## config.mk

```make
export PLATFORM = sky130hd
export DESIGN_NAME = ntsc_isqrt
export DESIGN_NICKNAME = d
export VERILOG_FILES = /design/src/rtl/ntsc_pkg.sv /design/src/rtl/ntsc_isqrt.sv
export SDC_FILE = /design/constraint.sdc
export NUM_CORES = 2
export LEC_CHECK = 0
export BUFFER_PORTS_ARGS = -buffer_cell sky130_fd_sc_hd__buf_2
export CAP_MARGIN = 20
export CORE_AREA = 4 4 470 425
export DETAILED_ROUTE_END_ITERATION = 7
export DIE_AREA = 0 0 474 429
export HOLD_SLACK_MARGIN = 0.1
export SYNTH_ARGS = -nofsm -noshare
export SYNTH_HDL_FRONTEND = slang
export SYNTH_SLANG_ARGS = --single-unit
```

## constraint.sdc

```tcl
create_clock -name i_clk -period 4.1 [get_ports i_clk]
set_clock_uncertainty 0.1 [all_clocks]
set_input_delay 0.615 -clock i_clk [delete_from_list [all_inputs] [get_ports i_clk]]
set_output_delay 0.615 -clock i_clk [all_outputs]
set_load 0.1 [all_outputs]
```

## src/rtl/ntsc_pkg.sv

```systemverilog
// ----------------------------------------------------------------------------
// ntsc_pkg
// shared widths, codes and the transaction record that walks the seed chain
// ----------------------------------------------------------------------------
package ntsc_pkg;

    localparam int NUM_SEEDS_DEF = 24;

    localparam int SLOT_W  = 5;
    localparam int POS_W   = 16;
    localparam int COL_W   = 3;
    localparam int CELL_W  = 8;
    localparam int SIZE_W  = 5;
    localparam int THR_W   = 16;
    localparam int CLS_W   = 2;
    localparam int CTR_W   = 17;              // cell centre, q13.4, up to 126728
    localparam int SQ_W    = 2 * CTR_W;       // one squared axis distance
    localparam int DSQ_W   = SQ_W + 1;        // squared euclidean distance
    localparam int ROOT_W  = (DSQ_W + 1) / 2; // floor root width
    localparam int REM_W   = ROOT_W + 2;      // root remainder width

    localparam int IN_DATA_W  = 56;
    localparam int OUT_DATA_W = 32;
    localparam int RES_W      = SLOT_W + COL_W + CLS_W + THR_W;

    // register indexes
    localparam logic [2:0] REG_SEEDS_IN_USE = 3'd0;
    localparam logic [2:0] REG_CELL_WIDTH   = 3'd1;
    localparam logic [2:0] REG_CELL_HEIGHT  = 3'd2;
    localparam logic [2:0] REG_BORDER_THR   = 3'd3;
    localparam logic [2:0] REG_CENTRE_THR   = 3'd4;

    // commands
    localparam logic CMD_LOAD     = 1'b0;
    localparam logic CMD_CLASSIFY = 1'b1;

    // cell classes
    localparam logic [CLS_W-1:0] CLS_INTERIOR = 2'd0;
    localparam logic [CLS_W-1:0] CLS_BORDER   = 2'd1;
    localparam logic [CLS_W-1:0] CLS_CENTRE   = 2'd2;

    typedef struct packed {
        logic              cmd;
        logic [SLOT_W-1:0] slot;
        logic [POS_W-1:0]  sx;
        logic [POS_W-1:0]  sy;
        logic [COL_W-1:0]  scol;
        logic [CTR_W-1:0]  cx;
        logic [CTR_W-1:0]  cy;
        logic [DSQ_W-1:0]  d1sq;
        logic [DSQ_W-1:0]  d2sq;
        logic [SLOT_W-1:0] best;
        logic [COL_W-1:0]  bcol;
    } t_token;

    typedef struct packed {
        logic [SLOT_W-1:0] best;
        logic [COL_W-1:0]  bcol;
    } t_side;

endpackage

```

## src/rtl/ntsc_isqrt.sv

```systemverilog
// ----------------------------------------------------------------------------
// ntsc_isqrt
// pipelined floor square root of both squared distances, one root bit a stage
// ----------------------------------------------------------------------------
module ntsc_isqrt (
    input  logic                          i_clk,
    input  logic                          i_rst_n,
    input  logic                          i_en,
    input  logic                          i_vld,
    input  logic [ntsc_pkg::DSQ_W-1:0]    i_d1sq,
    input  logic [ntsc_pkg::DSQ_W-1:0]    i_d2sq,
    input  ntsc_pkg::t_side               i_side,
    output logic                          o_vld,
    output logic [ntsc_pkg::ROOT_W-1:0]   o_d1,
    output logic [ntsc_pkg::ROOT_W-1:0]   o_d2,
    output ntsc_pkg::t_side               o_side
);

    localparam int NSTG  = ntsc_pkg::ROOT_W;
    localparam int PAD_W = 2 * NSTG;
    localparam int RQ_W  = ntsc_pkg::REM_W + ntsc_pkg::ROOT_W;

    // one restoring digit step: bring down two bits, try (q<<2)|1
    function automatic logic [RQ_W-1:0] root_step(
        input logic [ntsc_pkg::REM_W-1:0]  rem,
        input logic [ntsc_pkg::ROOT_W-1:0] q,
        input logic [1:0]                  pair
    );
        logic [ntsc_pkg::REM_W+1:0] sh;
        logic [ntsc_pkg::REM_W+1:0] trial;
        logic [ntsc_pkg::REM_W-1:0] rem_n;
        logic [ntsc_pkg::ROOT_W-1:0] q_n;
        sh    = {rem, pair};
        trial = {2'b00, q, 2'b01};
        if (sh >= trial) begin
            rem_n = ntsc_pkg::REM_W'(sh - trial);
            q_n   = {q[ntsc_pkg::ROOT_W-2:0], 1'b1};
        end else begin
            rem_n = ntsc_pkg::REM_W'(sh);
            q_n   = {q[ntsc_pkg::ROOT_W-2:0], 1'b0};
        end
        return {rem_n, q_n};
    endfunction

    logic                          r_vld  [NSTG];
    ntsc_pkg::t_side               r_side [NSTG];
    logic [PAD_W-1:0]              r_v1   [NSTG];
    logic [PAD_W-1:0]              r_v2   [NSTG];
    logic [ntsc_pkg::REM_W-1:0]    r_rem1 [NSTG];
    logic [ntsc_pkg::REM_W-1:0]    r_rem2 [NSTG];
    logic [ntsc_pkg::ROOT_W-1:0]   r_q1   [NSTG];
    logic [ntsc_pkg::ROOT_W-1:0]   r_q2   [NSTG];

    for (genvar s = 0; s < NSTG; s++) begin : g_stage
        logic                        w_vld;
        ntsc_pkg::t_side             w_side;
        logic [PAD_W-1:0]            w_v1;
        logic [PAD_W-1:0]            w_v2;
        logic [ntsc_pkg::REM_W-1:0]  w_rem1;
        logic [ntsc_pkg::REM_W-1:0]  w_rem2;
        logic [ntsc_pkg::ROOT_W-1:0] w_q1;
        logic [ntsc_pkg::ROOT_W-1:0] w_q2;
        logic [RQ_W-1:0]             w_step1;
        logic [RQ_W-1:0]             w_step2;

        if (s == 0) begin : g_head
            assign w_vld  = i_vld;
            assign w_side = i_side;
            assign w_v1   = PAD_W'(i_d1sq);
            assign w_v2   = PAD_W'(i_d2sq);
            assign w_rem1 = '0;
            assign w_rem2 = '0;
            assign w_q1   = '0;
            assign w_q2   = '0;
        end else begin : g_body
            assign w_vld  = r_vld[s-1];
            assign w_side = r_side[s-1];
            assign w_v1   = r_v1[s-1];
            assign w_v2   = r_v2[s-1];
            assign w_rem1 = r_rem1[s-1];
            assign w_rem2 = r_rem2[s-1];
            assign w_q1   = r_q1[s-1];
            assign w_q2   = r_q2[s-1];
        end

        assign w_step1 = root_step(w_rem1, w_q1, w_v1[PAD_W-1-2*s -: 2]);
        assign w_step2 = root_step(w_rem2, w_q2, w_v2[PAD_W-1-2*s -: 2]);

        always_ff @(posedge i_clk) begin
            if (!i_rst_n) begin
                r_vld[s] <= 1'b0;
            end else if (i_en) begin
                r_vld[s] <= w_vld;
            end
        end

        always_ff @(posedge i_clk) begin
            if (i_en) begin
                r_side[s] <= w_side;
                r_v1[s]   <= w_v1;
                r_v2[s]   <= w_v2;
                r_rem1[s] <= w_step1[RQ_W-1 -: ntsc_pkg::REM_W];
                r_rem2[s] <= w_step2[RQ_W-1 -: ntsc_pkg::REM_W];
                r_q1[s]   <= w_step1[ntsc_pkg::ROOT_W-1:0];
                r_q2[s]   <= w_step2[ntsc_pkg::ROOT_W-1:0];
            end
        end
    end

    assign o_vld  = r_vld[NSTG-1];
    assign o_side = r_side[NSTG-1];
    assign o_d1   = r_q1[NSTG-1];
    assign o_d2   = r_q2[NSTG-1];

endmodule

```

# Word-level counts from Yosys, hierarchy flattened
# Memories as Yosys holds them, arrays and structs flattened.
# Cells that the tools add are included.
# classes
addsub	36
order_cmp	36
mux	95
bitwise	18
# op_table
operator	n
$ge A22 B20 Y1	34
$mux W20	36
$sub A20 B20 Y20	34
$mux W1	59
$or A1 B1 Y1	18
$sub A1 B1 Y2 const B	2
$ge A1 B1 Y1 const B	2
# totals
regBits	0
ram_bits	2826
inputBits	82
output_inout_bits	45
wordCells	193
mem_count	8
# mem_list
memory	words	width	read_ports	rd_clocked_by_memory_dff	write_ports	line	text
r_v1	18	36	17	0	18	ntsc_isqrt.sv:47	logic [PAD_W-1:0] r_v1 [NSTG];
r_v2	18	36	17	0	18	ntsc_isqrt.sv:48	logic [PAD_W-1:0] r_v2 [NSTG];
r_rem1	18	20	17	0	18	ntsc_isqrt.sv:49	logic [ntsc_pkg::REM_W-1:0] r_rem1 [NSTG];
r_rem2	18	20	17	0	18	ntsc_isqrt.sv:50	logic [ntsc_pkg::REM_W-1:0] r_rem2 [NSTG];
r_q1	18	18	18	0	18	ntsc_isqrt.sv:51	logic [ntsc_pkg::ROOT_W-1:0] r_q1 [NSTG];
r_q2	18	18	18	0	18	ntsc_isqrt.sv:52	logic [ntsc_pkg::ROOT_W-1:0] r_q2 [NSTG];
2 more memories	n/a	n/a	n/a	n/a	n/a	n/a	

# Longest topological paths before layout
# depth
ltp_word	4
mapped_depth	13
mapped_depth_nobuf	11

# Least setup slack after synthesis
# No wires, ideal clock.
# synth_timing
path_kind	register to register
start	memory r_rem2[12][0] in the netlist's numbering
end	memory r_q2[13][0] in the netlist's numbering (data pin)
setup_time_ns	0.255
arrival_ns	2.573
required_time_ns	3.745
slack_ns	1.172
stages_incl_launch_ff	11
n_path_buf	2
synth_period_minus_slack_ns	2.928
cell_sequence	edfxtp_1 ha_1 nor2b_1 or3_1 a21oi_1 o21ai_1 a221o_1 a21boi_1 clkbuf_1 buf_2 inv_1
# synth_rtl
item	line
from (decl)	ntsc_isqrt.sv:50
to (decl)	ntsc_isqrt.sv:52

==> metrics <==
period utilisation layout=83.17%; final setup violation count=0; fraction of layout cells with a size suffix above 1=between 8 and 9%; Worst Setup EP=r_rem1[15][4]$_DFFE_PP_; Via density=a little under 5; Setup crit start=r_rem1[14][0]$_DFFE_PP_; number of synthesized flops with an enable pin=1737; RSZ-0062 raised after global routing=false; antenna violations before repair=0; Clock transition at path regs=roughly 0.060 ns; CP Cell Sequence=ha_1, nor2b_1, o31a_1, o311ai_1, a31oi_1, nor4_1, and2_1, buf_4, a211oi_1, a21o_1; Initial Util=39.75%; DRC Markers=0; Mapped Area=approximately 78000 um^2; Synth Flop Type=edfxtp_1; Max Fclk=a little under 0.3 GHz; Worst-Margin Slew=approximately 0.79 ns; I/O Buffers=roughly 130; Avg Inst Size Synth=13.63 um^2; Die Area=203300 um^2; Unique masters post-synth=~90; commonest non-fill, non-tap cell in the layout=edfxtp_1; Worst R2R End=r_rem1[15][4]$_DFFE_PP_; GRT Util Overall=13.38%; DR vias=between 40000 and 50000; fraction of the yosys area taken by sequential cells=between 60% and 70%; routed len/inst=around 16 um; post-synth top area share=approximately two thirds; CTS tree=done; hold slack=between 0.2 and 0.3 ns; WP depth=10; P&R area growth vs syn=14.14%; worst r2r src=r_rem1[14][0]$_DFFE_PP_; max cap viols=0; WP buf/inv=1; worst min-delay path class=in -> reg; width of the chip=about 470 um; Worst setup EP type=register; crit-path leading delay family=compound AO/OA/AOI/OAI gates; final WL=between 100000 and 150000 um; clk sinks=between 1500 and 2000; largest net degree at the start of global routing=about 140; crit-path max FO=25; leakage power=between 30 and 40 nW; die height=around 430 um; row cnt=~150; Synth area leader=edfxtp_1; I/O pin count=between 100 and 150; Core Region=roughly 200000 um^2; minimum clock period after layout=between 3 and 4 ns; Synth area leaders=edfxtp_1 (67%), ha_1 (6.1%), xnor2_1 (2.9%), xor2_1 (2.5%), a21oi_1 (2.3%); commonest non-fill, non-tap cells in the layout=edfxtp_1 (1737), inv_1 (438), nor2_1 (387), ha_1 (376), a21oi_1 (350); VDD IR max=between 400 and 500 uV; Worst Path Required=between 4 and 5 ns; initial DRC count=2729; number of global-route vias before repair=approximately 43000; DPL Wire Length=a little under 100000 um; Post-synth ARST share=0%; setup_tns=0 ns; first-pass GRT wire length=223100 um; Pins Over Slew Limit=0; Post-DRT Antenna Nets=0; Ys Warns=0; Clock Latency Late Sink=between 0.8 and 0.9 ns; CP peak stage delay=between 0.4 and 0.5 ns; CTS buffer count=approximately 180; clock root buffer=clkbuf_16; FF+latch count, synth=about 1700; worst endpoint data arrival time=a little under 4 ns; Final #Nets=6515; Synth Instances=approximately 5700; Worst R2R Setup Slack=approximately 0.69 ns; grt total ovfl=0; RePlAce Congestion=0.8877; CTS H-tree lvls=4; P per Cell Area=around 500 nW/um^2; Longest Clk Path Bufs=3; outcome=complete, no violations; CP max stage cell=o311ai_1; drt pass-1 iters=7; postcts setup bufs=0; Crit Path Category=reg -> reg; Critical Path Source Type=register; Final Hold Fails=0; Rel. slew slack=between 40% and 50%; R2R cell count=10
## power breakdown
group	switching, mW	internal (mW)
Combinational	3.69	2.80
Clock	6.85	9.08
Sequential	1.08	21.9
## cell usage after synthesis, types with 51 or more instances
cell and instances:
inv_1 438, clkbuf_1 83, xnor2_1 254, and3_1 51, xor2_1 223, nand2b_1 82
nor2_1 387, a21o_1 101, nor4_1 75, a21oi_1 351, o21ai_0 258, ha_1 376
o21a_1 79, nand3_1 101, nor3_1 147, nand2_1 316, nor2b_1 53, edfxtp_1 1737
## state kept, by name (all words and copies together) (netlist names)
signal and cells:
r_vld 18, r_v2 319, r_side 144, r_rem1 311, r_v1 309, r_q1 168, r_q2 158, r_rem2 311
## cell type report
class	instances	area (um^2)
clock buffers	226	4762
inverters	443	1663
flip-flops and latches	1738	52180
fillers	17340	106500
repair buffers	278	2250
multi-input cells	3412	23320
clock inverters	111	1076
diodes	1	2.502
well taps	2574	3221
## per-stage QoR
step | power, mW | cell area [um^2] | utilization [%] | setup WS (ns) | std cells
2_1_floorplan | 27.72 | 77520 | - | 1.172 | 5687
3_3_place_gp | 29.70 | 81830 | 41.97 | 0.7402 | 8365
3_5_place_dp | 29.81 | 81830 | 41.97 | 0.7028 | 8365
4_1_cts | 46.13 | 88470 | 45.37 | 0.6909 | 8782
5_1_grt | 47.84 | 88470 | 45.37 | 0.3399 | 8782
6_report | 45.42 | 88480 | 45.37 | 0.6899 | 8783
## worst register-to-register path, cell delays in order, from the launching register on
cell and delay, ns:
edfxtp_1 0.39, ha_1 0.37, nor2b_1 0.16, o31a_1 0.29
o311ai_1 0.46, a31oi_1 0.17, nor4_1 0.28, and2_1 0.37
buf_4 0.31, a211oi_1 0.09, a21o_1 0.17
## kinds of logic (layout without fill, tap and decap cells)
group	count (synthesis)	after routing	synth area share [%]
muxes	58	58	0.8281
AOI/OAI and AO/OA	1050	1050	8.421
buffers and inverters	537	1058	2.612
DFF	1738	1738	67.32
adders and majority gates	376	376	6.069
xor gates and xnor gates	477	477	5.390
other	1	3	0.004838
and+or+nand+nor	1449	1449	9.360
## worst min-delay path by stage
stage / from / end / slack, ns / cells past startpoint
detailed placement: r_side[9][6]$_DFFE_PP_ / r_side[10][6]$_DFFE_PP_ / 0.30 / 0
CTS: i_en / r_v2[0][10]$_DFFE_PP_ / 0.20 / 1
global placement: r_v1[12][0]$_DFFE_PP_ / r_v1[13][0]$_DFFE_PP_ / 0.30 / 0
finish: i_en / r_v1[6][17]$_DFFE_PP_ / 0.25 / 1
floorplan: r_side[9][0]$_DFFE_PP_ / r_side[10][0]$_DFFE_PP_ / 0.30 / 0
global route: i_en / r_v2[0][10]$_DFFE_PP_ / 0.23 / 1
## metal layers
metal	GRT usage, %	part of all wire, %	routed length [um]
met5	0	0	0
met4	5.268	3.6	5036
met3	2.455	3.6	4959
met2	22.60	48	66830
met1	17.05	44	61310
## repair_timing
| item | 4_1_cts | 5_1_grt |
|---|---|---|
| resized for setup | 0 | 0 |
| hold endpoints to repair | 80 | 0 |
| hold buffers | 80 | 0 |
No activity file was read; power rests on OpenSTA's default activity.
