## src/rtl/ntsc_pkg.sv

```systemverilog
// ----------------------------------------------------------------------------
// ntsc_pkg
// shared widths, codes and the transaction record that walks the seed chain
// ----------------------------------------------------------------------------
package ntsc_pkg;

    localparam int NUM_SEEDS_DEF = 24;

    localparam int SLOT_W  = 5;
    localparam int POS_W   = 16;
    localparam int COL_W   = 3;
    localparam int CELL_W  = 8;
    localparam int SIZE_W  = 5;
    localparam int THR_W   = 16;
    localparam int CLS_W   = 2;
    localparam int CTR_W   = 17;              // cell centre, q13.4, up to 126728
    localparam int SQ_W    = 2 * CTR_W;       // one squared axis distance
    localparam int DSQ_W   = SQ_W + 1;        // squared euclidean distance
    localparam int ROOT_W  = (DSQ_W + 1) / 2; // floor root width
    localparam int REM_W   = ROOT_W + 2;      // root remainder width

    localparam int IN_DATA_W  = 56;
    localparam int OUT_DATA_W = 32;
    localparam int RES_W      = SLOT_W + COL_W + CLS_W + THR_W;

    // register indexes
    localparam logic [2:0] REG_SEEDS_IN_USE = 3'd0;
    localparam logic [2:0] REG_CELL_WIDTH   = 3'd1;
    localparam logic [2:0] REG_CELL_HEIGHT  = 3'd2;
    localparam logic [2:0] REG_BORDER_THR   = 3'd3;
    localparam logic [2:0] REG_CENTRE_THR   = 3'd4;

    // commands
    localparam logic CMD_LOAD     = 1'b0;
    localparam logic CMD_CLASSIFY = 1'b1;

    // cell classes
    localparam logic [CLS_W-1:0] CLS_INTERIOR = 2'd0;
    localparam logic [CLS_W-1:0] CLS_BORDER   = 2'd1;
    localparam logic [CLS_W-1:0] CLS_CENTRE   = 2'd2;

    typedef struct packed {
        logic              cmd;
        logic [SLOT_W-1:0] slot;
        logic [POS_W-1:0]  sx;
        logic [POS_W-1:0]  sy;
        logic [COL_W-1:0]  scol;
        logic [CTR_W-1:0]  cx;
        logic [CTR_W-1:0]  cy;
        logic [DSQ_W-1:0]  d1sq;
        logic [DSQ_W-1:0]  d2sq;
        logic [SLOT_W-1:0] best;
        logic [COL_W-1:0]  bcol;
    } t_token;

    typedef struct packed {
        logic [SLOT_W-1:0] best;
        logic [COL_W-1:0]  bcol;
    } t_side;

endpackage

```

## src/rtl/ntsc_cell.sv

```systemverilog
// ----------------------------------------------------------------------------
// ntsc_cell
// one seed slot: holds its seed, squares the axis offsets, then updates the
// running nearest and second-nearest of a passing query
// ----------------------------------------------------------------------------
module ntsc_cell #(
    parameter int IDX = 0
) (
    input  logic                         i_clk,
    input  logic                         i_rst_n,
    input  logic                         i_en,
    input  logic [ntsc_pkg::SLOT_W-1:0]  i_seed_count,
    input  logic                         i_vld,
    input  ntsc_pkg::t_token             i_tok,
    output logic                         o_vld,
    output ntsc_pkg::t_token             o_tok
);

    logic [ntsc_pkg::POS_W-1:0] r_seed_x;
    logic [ntsc_pkg::POS_W-1:0] r_seed_y;
    logic [ntsc_pkg::COL_W-1:0] r_seed_col;

    logic                       r_a_vld;
    ntsc_pkg::t_token           r_a_tok;
    logic [ntsc_pkg::SQ_W-1:0]  r_a_sqx;
    logic [ntsc_pkg::SQ_W-1:0]  r_a_sqy;
    logic [ntsc_pkg::COL_W-1:0] r_a_col;

    logic                       r_b_vld;
    ntsc_pkg::t_token           r_b_tok;

    logic [ntsc_pkg::CTR_W-1:0] w_dx;
    logic [ntsc_pkg::CTR_W-1:0] w_dy;
    logic [ntsc_pkg::CTR_W-1:0] w_x_ext;
    logic [ntsc_pkg::CTR_W-1:0] w_y_ext;
    logic [ntsc_pkg::DSQ_W-1:0] w_dsum;
    logic                       w_load_here;
    logic                       w_active;
    ntsc_pkg::t_token           n_b_tok;

    assign w_x_ext = {1'b0, r_seed_x};
    assign w_y_ext = {1'b0, r_seed_y};
    assign w_dx = (i_tok.cx >= w_x_ext) ? (i_tok.cx - w_x_ext) : (w_x_ext - i_tok.cx);
    assign w_dy = (i_tok.cy >= w_y_ext) ? (i_tok.cy - w_y_ext) : (w_y_ext - i_tok.cy);

    assign w_load_here = i_vld && (i_tok.cmd == ntsc_pkg::CMD_LOAD)
                         && (32'(i_tok.slot) == IDX);

    // seed store, written as the load passes
    always_ff @(posedge i_clk) begin
        if (i_en && w_load_here) begin
            r_seed_x   <= i_tok.sx;
            r_seed_y   <= i_tok.sy;
            r_seed_col <= i_tok.scol;
        end
    end

    // stage a: axis squares
    always_ff @(posedge i_clk) begin
        if (!i_rst_n) begin
            r_a_vld <= 1'b0;
        end else if (i_en) begin
            r_a_vld <= i_vld;
        end
    end

    always_ff @(posedge i_clk) begin
        if (i_en) begin
            r_a_tok <= i_tok;
            r_a_sqx <= {{ntsc_pkg::CTR_W{1'b0}}, w_dx} * {{ntsc_pkg::CTR_W{1'b0}}, w_dx};
            r_a_sqy <= {{ntsc_pkg::CTR_W{1'b0}}, w_dy} * {{ntsc_pkg::CTR_W{1'b0}}, w_dy};
            r_a_col <= r_seed_col;
        end
    end

    // stage b: sum and keep the two smallest, first seed wins on ties
    assign w_dsum   = {1'b0, r_a_sqx} + {1'b0, r_a_sqy};
    assign w_active = (r_a_tok.cmd == ntsc_pkg::CMD_CLASSIFY)
                      && (32'(i_seed_count) > IDX);

    always_comb begin
        n_b_tok = r_a_tok;
        if (w_active) begin
            if (w_dsum < r_a_tok.d1sq) begin
                n_b_tok.d2sq = r_a_tok.d1sq;
                n_b_tok.d1sq = w_dsum;
                n_b_tok.best = ntsc_pkg::SLOT_W'(IDX);
                n_b_tok.bcol = r_a_col;
            end else if (w_dsum < r_a_tok.d2sq) begin
                n_b_tok.d2sq = w_dsum;
            end
        end
    end

    always_ff @(posedge i_clk) begin
        if (!i_rst_n) begin
            r_b_vld <= 1'b0;
        end else if (i_en) begin
            r_b_vld <= r_a_vld;
        end
    end

    always_ff @(posedge i_clk) begin
        if (i_en) begin
            r_b_tok <= n_b_tok;
        end
    end

    assign o_vld = r_b_vld;
    assign o_tok = r_b_tok;

endmodule

```

## config.mk

```make
export PLATFORM = sky130hd
export DESIGN_NAME = ntsc_cell
export DESIGN_NICKNAME = d
export VERILOG_FILES = /design/src/rtl/ntsc_pkg.sv /design/src/rtl/ntsc_cell.sv
export SDC_FILE = /design/constraint.sdc
export NUM_CORES = 2
export LEC_CHECK = 0
export ABC_AREA = 1
export BUFFER_PORTS_ARGS = -buffer_cell sky130_fd_sc_hd__buf_2
export CAP_MARGIN = 20
export CORE_UTILIZATION = 50
export DETAILED_ROUTE_END_ITERATION = 12
export PLACE_DENSITY_LB_ADDON = 0.25
export SLEW_MARGIN = 10
export SYNTH_ARGS = -nofsm -noshare
export SYNTH_HDL_FRONTEND = slang
export SYNTH_SLANG_ARGS = --single-unit
```

## constraint.sdc

```tcl
create_clock -name i_clk -period 8.6 [get_ports i_clk]
set_input_delay 0.86 -clock i_clk [delete_from_list [all_inputs] [get_ports i_clk]]
set_output_delay 0.86 -clock i_clk [all_outputs]
set_load 0.02 [all_outputs]
```

Yosys cells after proc, flatten, opt, wreduce, memory -nomap -nowiden. Index checks and enable logic that the tools add are counted.

Flip-flop bits (word level): 414. Input port bits: 162. Output and inout bits: 154. Logic and storage cells: 55.

Add/subtract/negate cells: 5. Multipliers: 2. Order comparisons: 5. Muxes and demuxes: 7. Bitwise operators: 1. Reduce and logical (&&, ||, !) cells: 5.

Operator list (count): $mux W35 (3); $mux W78 (1); $lt A35 B35 Y1 (2); $mul A17 B17 Y34 (2); $add A34 B34 Y35 (1); $ge A17 B16 Y1 (2); $mux W17 (2); $sub A16 B17 Y17 (2); $sub A17 B16 Y17 (2); $mux W8 (1); $gt A5 B1 Y1 const B (1); $logic_not A5 Y1 (1); $logic_and A1 B1 Y1 (4); $not A1 Y1 (1).

Logic depth before layout (Yosys ltp).
Depth in word-level cells: 5. Gate-level depth with buffers: 43. Depth with buffers taken out: 41.

Worst setup path before layout. No wires, ideal clock.

Kind: input port to flip-flop. From: in i_tok[95] (netlist name). To: reg r_a_sqx[29] (netlist name) (data pin). Library setup time: 259 ps. Arrival time: 7082 ps. Data required time: 8341 ps. Slack: 1259 ps. Cell stages on the path: 33. Path buffers: 1. Path through: inv_1 ha_1 inv_1 fa_1 nand3_1 nand3_1 a21oi_1 nor2_1 nor2_1 xor2_1 nand2_1 nand2_2 buf_6 nor2_1 fa_1 inv_1 fa_1 fa_1 inv_1 fa_1 fa_1 inv_1 fa_1 inv_1 ha_1 nand2_1 nor2_1 nand2_1 o21ai_0 nand2_1 nand2_1 a21oi_1 xnor2_1.

Cells in the longest elaborated chain, start to end: 3. Elaborated cells on any way between the ends: 5. Those cells by class: 2 x add/sub; 1 x mul; 1 x order compare; 1 x mux.

RTL lines: start: declaration (RTL line ntsc_cell.sv:14) `input ntsc_pkg::t_token i_tok,`; $sub A16 B17 Y17, or another cell as far along (RTL line ntsc_cell.sv:43) `assign w_dx = (i_tok.cx >= w_x_ext) ? (i_tok.cx - w_x_ext) : (w_x_ext - i_tok.cx);`; $mux W17 * (RTL line ntsc_cell.sv:43); $mul A17 B17 Y34 * (RTL line ntsc_cell.sv:70) `r_a_sqx <= {{ntsc_pkg::CTR_W{1'b0}}, w_dx} * {{ntsc_pkg::CTR_W{1'b0}}, w_dx};`; end signal: assignment (RTL line ntsc_cell.sv:70); end: declaration (RTL line ntsc_cell.sv:25) `logic [ntsc_pkg::SQ_W-1:0] r_a_sqx;`.

Mark *: on every way between the ends. The rest lies on a longest branch, timed or not. A chain may end at the register's enable or synchronous reset.

Worst setup path in the final report.
From: reg r_seed_y[5] (netlist name). To: reg r_a_sqy[30] (netlist name) (data pin).

Cells in the longest elaborated chain, start to end: 3. Elaborated cells on any way between the ends: 5. Those cells by class: 2 x add/sub; 1 x mul; 1 x order compare; 1 x mux.

RTL lines: start: declaration (RTL line ntsc_cell.sv:20) `logic [ntsc_pkg::POS_W-1:0] r_seed_y;`; start signal: assignment (RTL line ntsc_cell.sv:53) `r_seed_y <= i_tok.sy;`; $sub A16 B17 Y17, or another cell as far along (RTL line ntsc_cell.sv:44) `assign w_dy = (i_tok.cy >= w_y_ext) ? (i_tok.cy - w_y_ext) : (w_y_ext - i_tok.cy);`; $mux W17 * (RTL line ntsc_cell.sv:44); $mul A17 B17 Y34 * (RTL line ntsc_cell.sv:71) `r_a_sqy <= {{ntsc_pkg::CTR_W{1'b0}}, w_dy} * {{ntsc_pkg::CTR_W{1'b0}}, w_dy};`; end signal: assignment (RTL line ntsc_cell.sv:71); end: declaration (RTL line ntsc_cell.sv:26) `logic [ntsc_pkg::SQ_W-1:0] r_a_sqy;`.

Marks and branches as above.

==> run summary <==
Gpl congestion = 0.945
Hold-fix buffers, CTS = 0
ANT nets after route = 0
Synth warnings = 0
Wire length of the first global-routing pass = 152000 µm
Reg2reg setup slack = 0.73 ns
Syn_area_per_cell = 8.88 µm²
Fraction of the cycle the final worst path needs = 91.6%
CP Capture Type = register
Most frequent cell after synthesis = nand2_1
Rows = 102
DIE AREA = 79500 µm²
Yosys cell types = 52
Routed vias = 28.9k
Fillers = 7088
Status = complete, no violations
Seq/Total Area, Yosys = 31.5%
Die W = 282 µm
Worst-skew pair later-pin latency = 0.62 ns
Clk pin slew, worst setup/hold paths = 0.06 ns
Max-cap violations = 0
DRT iter0 DRCs = 1701
Critical path startpoint category = register
CP arrival = 8.24 ns
Final setup vio count = 0
RSZ-0062 raised after global routing = no
Worst path bufs/invs = 7
Drt total wl = 93700 µm
Clk root buf = clkbuf_16
Crit path from = r_seed_y[5]$_DFFE_PP_
Postcts setup bufs = 0
Die H = 282 µm
Setup_tns = 0 ns
Post-synth top area share = 31.4%
Dominant cell type by area after synthesis = edfxtp_1
Worst Path Required = 8.97 ns
Design area = 43400 µm²
Routed len/inst = 16.1 µm
Synth async-reset ratio = 0%
Synthesized flop and latch total = 412
DP HPWL = 76500 µm
Final #Nets = 5665
Sequential Area = 12400 µm²
Multi-input logic area = 22500 µm²
Total grt overflow = 0
Synth Cell Area = 39200 µm²
Post-synthesis instance total = 4412
Crit-path leading delay family = adder cells
Fmax = 127 MHz
Worst-path maximum fanout = 19
CTS sink count = 412
Clock tree buffer depth = 3
Routed vias/inst = 4.97
Num ports = 316
Synth area leaders = edfxtp_1 31%, fa_1 20%, ha_1 12%
Post-synth EDFFs = 410
TritonCTS clock tree = yes
DRC viols = 0
Clock Skews = 0.0527 ns
DRT Pass-1 Iters = 6
Slew Viols, Final = 0
Vias in the first global route = 29.4k
Core area = 77500 µm²
CTS HTree Levels = 2
CTS buffer count = 45
Reg-to-reg endpoint = r_a_sqy[30]$_DFFE_PP_
CP Depth = 33
Final hold violation count = 0
Initial Util = 50.6%
Fin crit period = 7.87 ns
Cell repeated most along the worst path = nand2_1
Commonest cells post-synth = 1025 x nand2_1, 961 x inv_1, 410 x edfxtp_1
Syn Nets = 5337
Max incr delay on CP = 0.55 ns
Critical Path Sink = r_a_sqy[30]$_DFFE_PP_
Worst r2r src = r_seed_y[5]$_DFFE_PP_
Most common flop cell mapped by yosys = edfxtp_1
Area growth syn-to-layout = 10.7%
DP Area = 42000 µm²
Worst reg2reg path depth = 33
Hold/Removal Path Class = register to register
Antenna violations before repair = 1
Slowest-stage cell, CP = fa_1
Post-CTS Resized = 0
Largest net degree at the start of global routing = 155
Layout cell share with drive strength beyond 1 = 12.7%
Port Buffer Count = 315
Gr usage total = 24.2%
Slew headroom = 32.5%
Critical path type = register to register
Worst-margin pin slew = 1.01 ns
-- cell families after synthesis --
kind of cell    count (synthesis)  share of synthesized area (%)
simple gates                 1637                           17.7
fa+ha+maj                     763                           31.7
flops                         412                           31.5
buf+inv                      1107                           11.1
compound gates                365                           5.07
xor+xnor                      128                           2.86
-- layout by cell type (no fill, tap or decap), types with 3 or more instances in the layout --
cell type / synthesis / layout
a21o_1: 14 / 14
a21oi_1: 194 / 194
a31oi_1: 4 / 4
buf_2: 23 / 314
buf_4: 19 / 47
clkbuf_1: 26 / 6
clkbuf_16: 0 / 45
clkinv_1: 2 / 12
clkinv_2: 0 / 8
edfxtp_1: 410 / 410
fa_1: 384 / 384
ha_1: 379 / 379
inv_1: 961 / 961
inv_2: 60 / 60
nand2_1: 1025 / 1025
nand2_2: 19 / 19
nand2_4: 3 / 3
nand3_1: 151 / 151
nand3_2: 3 / 3
nand3b_1: 3 / 3
nand4_1: 44 / 44
nor2_1: 272 / 271
nor2_2: 57 / 57
nor2_4: 20 / 21
nor3_1: 22 / 22
o211ai_1: 4 / 4
o21a_1: 6 / 6
o21ai_0: 86 / 86
o21ai_1: 29 / 29
o21bai_1: 18 / 18
or2_1: 3 / 3
or2_2: 5 / 5
xnor2_1: 34 / 34
xor2_1: 94 / 94
-- final cells by class --
class	count	area share, %
diodes	1	0.00577
clock buffers	51	2.65
clock inverters	28	0.597
inverters	1024	8.86
multi-input cells	2893	51.9
flip-flops and latches	412	28.5
well taps	1040	3.00
repair buffers	364	4.56
-- layer usage --
layer | vias up | global-route usage [%] | wire length, µm
li1 | 14315 | - | -
met1 | 13633 | 32.2 | 41200
met2 | 827 | 41.7 | 45000
met3 | 125 | 3.48 | 5660
met4 | 0 | 5.62 | 1830
met5 | - | 0 | 0
-- sequential cells by signal, indices dropped and copies added, names as in the netlist, 16 cells and up --
register  count
r_seed_y     16
r_seed_x     16
o_tok       153
r_a_sqx      33
r_a_tok      78
r_a_sqy      33
n_b_tok      75
-- through the flow --
stage / utilization, % / hold WS, ns / std cells / setup slack [ns]
finish: 56.0 / 0.416 / 5813 / 0.725
detailed placement: 54.2 / 0.405 / 5733 / 0.125
global placement: 54.2 / 0.400 / 5733 / 0.229
floorplan: - / 0.400 / 4412 / 1.26
CTS: 56.0 / 0.379 / 5812 / 0.705
global route: 56.0 / 0.392 / 5813 / 0.281
-- worst min path at each step --
stage	from	to	slack [ns]	cells past startpoint
2_1_floorplan	n_b_tok[100]$_DFFE_PP_	o_tok[100]$_DFFE_PP_	0.40	0
3_3_place_gp	n_b_tok[148]$_DFFE_PP_	o_tok[148]$_DFFE_PP_	0.40	0
3_5_place_dp	n_b_tok[102]$_DFFE_PP_	o_tok[102]$_DFFE_PP_	0.40	0
4_1_cts	i_tok[2]	r_a_tok[2]$_DFFE_PP_	0.38	1
5_1_grt	i_tok[15]	r_a_tok[15]$_DFFE_PP_	0.39	1
6_report	n_b_tok[109]$_DFFE_PP_	o_tok[109]$_DFFE_PP_	0.42	0
Power is left out: the tool's default activity adds up to more than one toggle a clock period on the data nets, which glitch-free logic cannot reach.
